--- config.mk ---
export PLATFORM = sky130hd
export DESIGN_NAME = arpc_cell
export DESIGN_NICKNAME = d
export VERILOG_FILES = /design/src/sv/arpc_pkg.sv /design/src/sv/arpc_cell.sv
export SDC_FILE = /design/constraint.sdc
export NUM_CORES = 1
export LEC_CHECK = 0
export BUFFER_PORTS_ARGS = -buffer_cell sky130_fd_sc_hd__buf_4
export CORE_AREA = 2 2 183 185
export CTS_CLUSTER_SIZE = 25
export DETAILED_ROUTE_END_ITERATION = 8
export DIE_AREA = 0 0 185 187
export PLACE_DENSITY = 0.7
export SYNTH_ARGS = -nofsm -noshare
export SYNTH_HDL_FRONTEND = slang
export SYNTH_SLANG_ARGS = --single-unit
--- constraint.sdc ---
create_clock -name clk -period 27 [get_ports clk]
set_clock_uncertainty 0.05 [all_clocks]
set_input_delay 1.35 -clock clk [delete_from_list [all_inputs] [get_ports clk]]
set_output_delay 1.35 -clock clk [all_outputs]
set_load 0.01 [all_outputs]
--- src/sv/arpc_pkg.sv ---
`default_nettype none
// ----------------------------------------------------------------------------
// arpc_pkg
// Shared types, codes and sizes for the ARP cache with aging.
// ----------------------------------------------------------------------------
package arpc_pkg;

  localparam int ENTRIES = 16;
  localparam int IDX_W   = $clog2(ENTRIES);
  localparam int IP_W    = 32;
  localparam int MAC_W   = 48;
  localparam int TIME_W  = 32;
  localparam int CNT_W   = 5;
  localparam logic [CNT_W-1:0] CNT_MAX = '1;

  localparam logic [1:0] CMD_LOOKUP = 2'd0;
  localparam logic [1:0] CMD_INSERT = 2'd1;
  localparam logic [1:0] CMD_TICK   = 2'd2;
  localparam logic [1:0] CMD_SWEEP  = 2'd3;

  localparam logic [1:0] ST_DONE    = 2'd0;
  localparam logic [1:0] ST_PRESENT = 2'd1;
  localparam logic [1:0] ST_FULL    = 2'd2;

  localparam logic [TIME_W-1:0] MAX_AGE_RESET = 32'd1000;

  typedef struct packed {
    logic [1:0]       cmd;
    logic [IP_W-1:0]  ip_addr;
    logic [MAC_W-1:0] hw_addr;
  } req_t;

  typedef struct packed {
    logic             hit;
    logic [MAC_W-1:0] found_mac;
    logic [1:0]       status;
    logic [CNT_W-1:0] removed_count;
  } rsp_t;

  // token handed from cell to cell
  typedef struct packed {
    logic             active;
    logic [1:0]       cmd;
    logic [IP_W-1:0]  ip;
    logic [MAC_W-1:0] new_mac;
    logic             hit;
    logic [MAC_W-1:0] found_mac;
    logic             dup;
    logic             free_found;
    logic [IDX_W-1:0] free_idx;
    logic [CNT_W-1:0] count;
  } link_t;

  // insert commit broadcast to all cells
  typedef struct packed {
    logic              en;
    logic [IDX_W-1:0]  idx;
    logic [IP_W-1:0]   ip;
    logic [MAC_W-1:0]  mac;
    logic [TIME_W-1:0] stamp;
  } wr_t;

endpackage
`default_nettype wire

--- src/sv/arpc_cell.sv ---
`default_nettype none
// ----------------------------------------------------------------------------
// arpc_cell
// One cache slot; updates the passing request token and hands it on.
// ----------------------------------------------------------------------------
module arpc_cell
  import arpc_pkg::*;
(
  input  wire logic              clk,
  input  wire logic              rst,
  input  wire logic [IDX_W-1:0]  idx,
  input  wire logic [TIME_W-1:0] now,
  input  wire logic [TIME_W-1:0] max_age,
  input  wire wr_t               wr,
  input  wire link_t             link_in,
  output link_t                  link_out
);

  logic              valid;
  logic [IP_W-1:0]   ip;
  logic [MAC_W-1:0]  mac;
  logic [TIME_W-1:0] stamp;

  logic              key_match;
  logic [TIME_W-1:0] age;
  logic              expired;
  logic              sweep_clr;
  link_t             link_next;

  assign key_match = valid && (ip == link_in.ip);
  assign age       = now - stamp;
  assign expired   = valid && (age >= max_age);
  assign sweep_clr = link_in.active && (link_in.cmd == CMD_SWEEP) && expired;

  always_comb begin
    link_next = link_in;
    unique case (link_in.cmd)
      CMD_LOOKUP: begin
        if (key_match && !link_in.hit) begin
          link_next.hit       = 1'b1;
          link_next.found_mac = mac;
        end
      end
      CMD_INSERT: begin
        if (key_match) begin
          link_next.dup = 1'b1;
        end
        if (!valid && !link_in.free_found) begin
          link_next.free_found = 1'b1;
          link_next.free_idx   = idx;
        end
      end
      CMD_SWEEP: begin
        if (expired && (link_in.count != CNT_MAX)) begin
          link_next.count = link_in.count + CNT_W'(1);
        end
      end
      CMD_TICK: begin
        link_next = link_in;
      end
    endcase
  end

  always_ff @(posedge clk) begin
    if (rst) begin
      valid    <= 1'b0;
      link_out <= '0;
    end else begin
      if (wr.en && (wr.idx == idx)) begin
        valid <= 1'b1;
      end else if (sweep_clr) begin
        valid <= 1'b0;
      end
      link_out <= link_next;
    end
  end

  always_ff @(posedge clk) begin
    if (wr.en && (wr.idx == idx)) begin
      ip    <= wr.ip;
      mac   <= wr.mac;
      stamp <= wr.stamp;
    end
  end

endmodule
`default_nettype wire

==> impl_metrics.yaml <==
outcome:
  status: "completed"
place:
  portBuffers: 472
  hpwlAfterDp_mm: 26.6
  gp_congestion: 0.881
logic_synthesis:
  synth_edf_count: 112
  synth.area.top_cells: "edfxtp_1, dfxtp_1, ha_1"
  yosysSeqAreaShare: 0.577
  avgSynthCellArea_um2: 11.8
  synth_top_area_frac: 0.311
  ys_ff_latch: 256
  yosys.area.top_type: "edfxtp_1"
  synth_nets: 1313
  synth-main-ff-cell: "dfxtp_1"
  ys_warn_count: 0
  ys_async_sr_fraction: 0
  postSynthCellCount: 917
  synth.cell_area_mm2: 0.0108
  yosysUniqueCellTypes: 59
worst_setup_path:
  cp.arrival_ns: 5.80
  cp_max_fo: 4
  ff2ff_path_depth: 14
  timing.rr.end: "link_out[3]"
  cp.required_ns: 27.37
  cp-end-kind: "register"
  reg2reg_from: "stamp[16]"
  r2r_slack_ns: 22.16
  critical_path_class: "input pin to register"
  start_kind: "input pin"
clock_network:
  clock_path_buffers: 3
  clock-root-buffer: "clkbuf_16"
  clkTransAtPathRegs_ns: 0.06
  ctsHoldBuffers: 0
  clk_latency_ns: 0.54
  cts_buffers: 28
  cts_resized: 0
  h-tree-depth: 1
  cts_setup_buffers: 0
  cts.sinks: 256
  cts_tree: "done"
min_path:
  min_from: "mac[32]"
  hold_depth: 2
  hold_end: "link_out[43]"
  min_path_type: "register to register"
timing:
  max_slew_margin: 0.245
  max_freq_mhz: 184
  holdWs_ns: 0.432
  report.final.slew_viol_count: 0
  fin_crit_sh: 0.201
  setup-tns-final_ns: 0
  rsz0062_at_grt: "no"
  setup_viol: 0
  hold_viol_final: 0
  post-route-min-period_ns: 5.43
  tightest_slew_ns: 1.10
run:
  maxCapViolCount: 0
drt:
  postRouteWirelength_mm: 33.5
  vias: 8454
  wire_per_inst_um: 17.9
  drc: 0
  via_per_inst: 4.52
  drt_iter0_drc: 379
  firstDrtPassIters: 5
  ant_nets: 0
floorplanning:
  rows: 67
  start_util: 0.329
  core-area_mm2: 0.0329
  dieArea_mm2: 0.0346
  dieHeight_um: 187
  ios: 473
  fp.dieW_um: 185
finish:
  fin_util: 0.481
  syn_to_final_growth_pct: 45.9
  drive_above_1_share: 0.385
  final_nets: 1794
global_route:
  grt_start_max_net_pins: 77
  grt_use_total: 0.189
  antenna_found_initial: 7
  grt_pass1_vias: 8981
  grt-ovfl-total: 0
  grt_pass1_wl_mm: 49.6
power:
  total_power_mw: 0.963
  power_density_mw_per_mm2: 61.0
  leakagePower_nw: 6.98
  ir_drop_mv: 0.0517
-- cells in the final DEF (no fill, tap or decap), types with 33 or more instances in the layout --
cell / Yosys / final
nor2_1: 83 / 83
dfxtp_1: 144 / 144
xnor2_1: 49 / 49
a21oi_1: 33 / 33
nor2b_1: 91 / 91
mux2i_1: 54 / 54
inv_1: 71 / 71
buf_4: 2 / 477
edfxtp_1: 112 / 112
ha_1: 65 / 65
-- Yosys cell counts (3+ instances only) --
library cell and count:
dfxtp_1 144, edfxtp_1 112, nor2b_1 91, nor2_1 83, inv_1 71, ha_1 65
mux2i_1 54, xnor2_1 49, a21oi_1 33, o21ai_0 20, nand2_1 19, nand4_1 18
clkbuf_1 16, a21o_1 15, xor2_1 14, nor3_1 10, nand2b_1 9, a211oi_1 7
nand3_1 7, o21a_1 7, buf_2 5, and4_1 4, a2111oi_0 3, a21o_2 3
a31oi_1 3, and3_1 3, mux2_2 3, nor4_1 3, o211ai_1 3, o21bai_1 3
-- per-stage QoR --
step	cell area, um^2	instances	setup WS (ns)
4_1_cts	15800	1867	21.69
2_1_floorplan	10800	917	13.74
3_5_place_dp	14800	1816	21.14
3_3_place_gp	14800	1816	21.26
6_report	15800	1871	21.57
5_1_grt	15800	1871	21.26
-- power by group --
group          total (mW)  switching, mW  leakage, nW  internal, mW
Sequential          0.427        0.00555         2.21         0.422
Combinational       0.142         0.0645         4.29        0.0777
Clock               0.393          0.159        0.477         0.234
-- per-layer routing --
layer	vias to the layer above	global-route usage	wire (um)
met5	-	0	28
met3	79	0.0588	2680
li1	4134	-	-
met2	331	0.319	16300
met4	4	0.0894	1410
met1	3906	0.217	13100
-- worst max path at each step --
| stage | start | endpoint | slack, ns | cells past startpoint |
|---|---|---|---|---|
| after floorplan | idx[2] | ip[0] | 13.74 | 2 |
| after global placement | now[0] | link_out[0] | 21.26 | 19 |
| after detailed placement | now[0] | link_out[0] | 21.14 | 19 |
| after CTS | now[0] | link_out[0] | 21.69 | 19 |
| after global routing | now[0] | link_out[0] | 21.26 | 19 |
| final | now[0] | link_out[3] | 21.57 | 19 |
-- cell type report --
class	count	area, um^2
Fill cell	3038	17100
Sequential cell	256	6250
Multi-Input combinational cell	564	4160
Timing Repair Buffer	477	3580
Clock buffer	41	873
Tap cell	448	561
Inverter	71	267
Clock inverter	10	90.1
Antenna cell	4	10.0
-- registers in the layout, summed over array words and instances, names as in the netlist --
name	count
ip	32
link_out	143
mac	48
stamp	32
valid	1
-- critical path, stage by stage --
cell and delay (ns):
buf_4 0.11, inv_1 0.04, ha_1 0.16, inv_1 0.05, fa_1 0.41, a211oi_1 0.33
o21ai_2 0.14, a32oi_2 0.32, nand2b_1 0.10, a21oi_1 0.31, o21ai_0 0.19, a31oi_1 0.24
xnor2_1 0.09, ha_1 0.30, nand4_1 0.11, a2111oi_0 0.78, o211ai_1 0.21, a21oi_1 0.21
mux2_2 0.34
-- cell families after synthesis --
group | Yosys count | synth area share
simple gates | 258 | 0.125
buf+inv | 97 | 0.0390
compound gates | 120 | 0.0774
fa+ha+maj | 66 | 0.0770
xor+xnor | 63 | 0.0510
flops | 256 | 0.577
mux | 57 | 0.0531
Note: power is estimated with default switching activity, not from simulation.
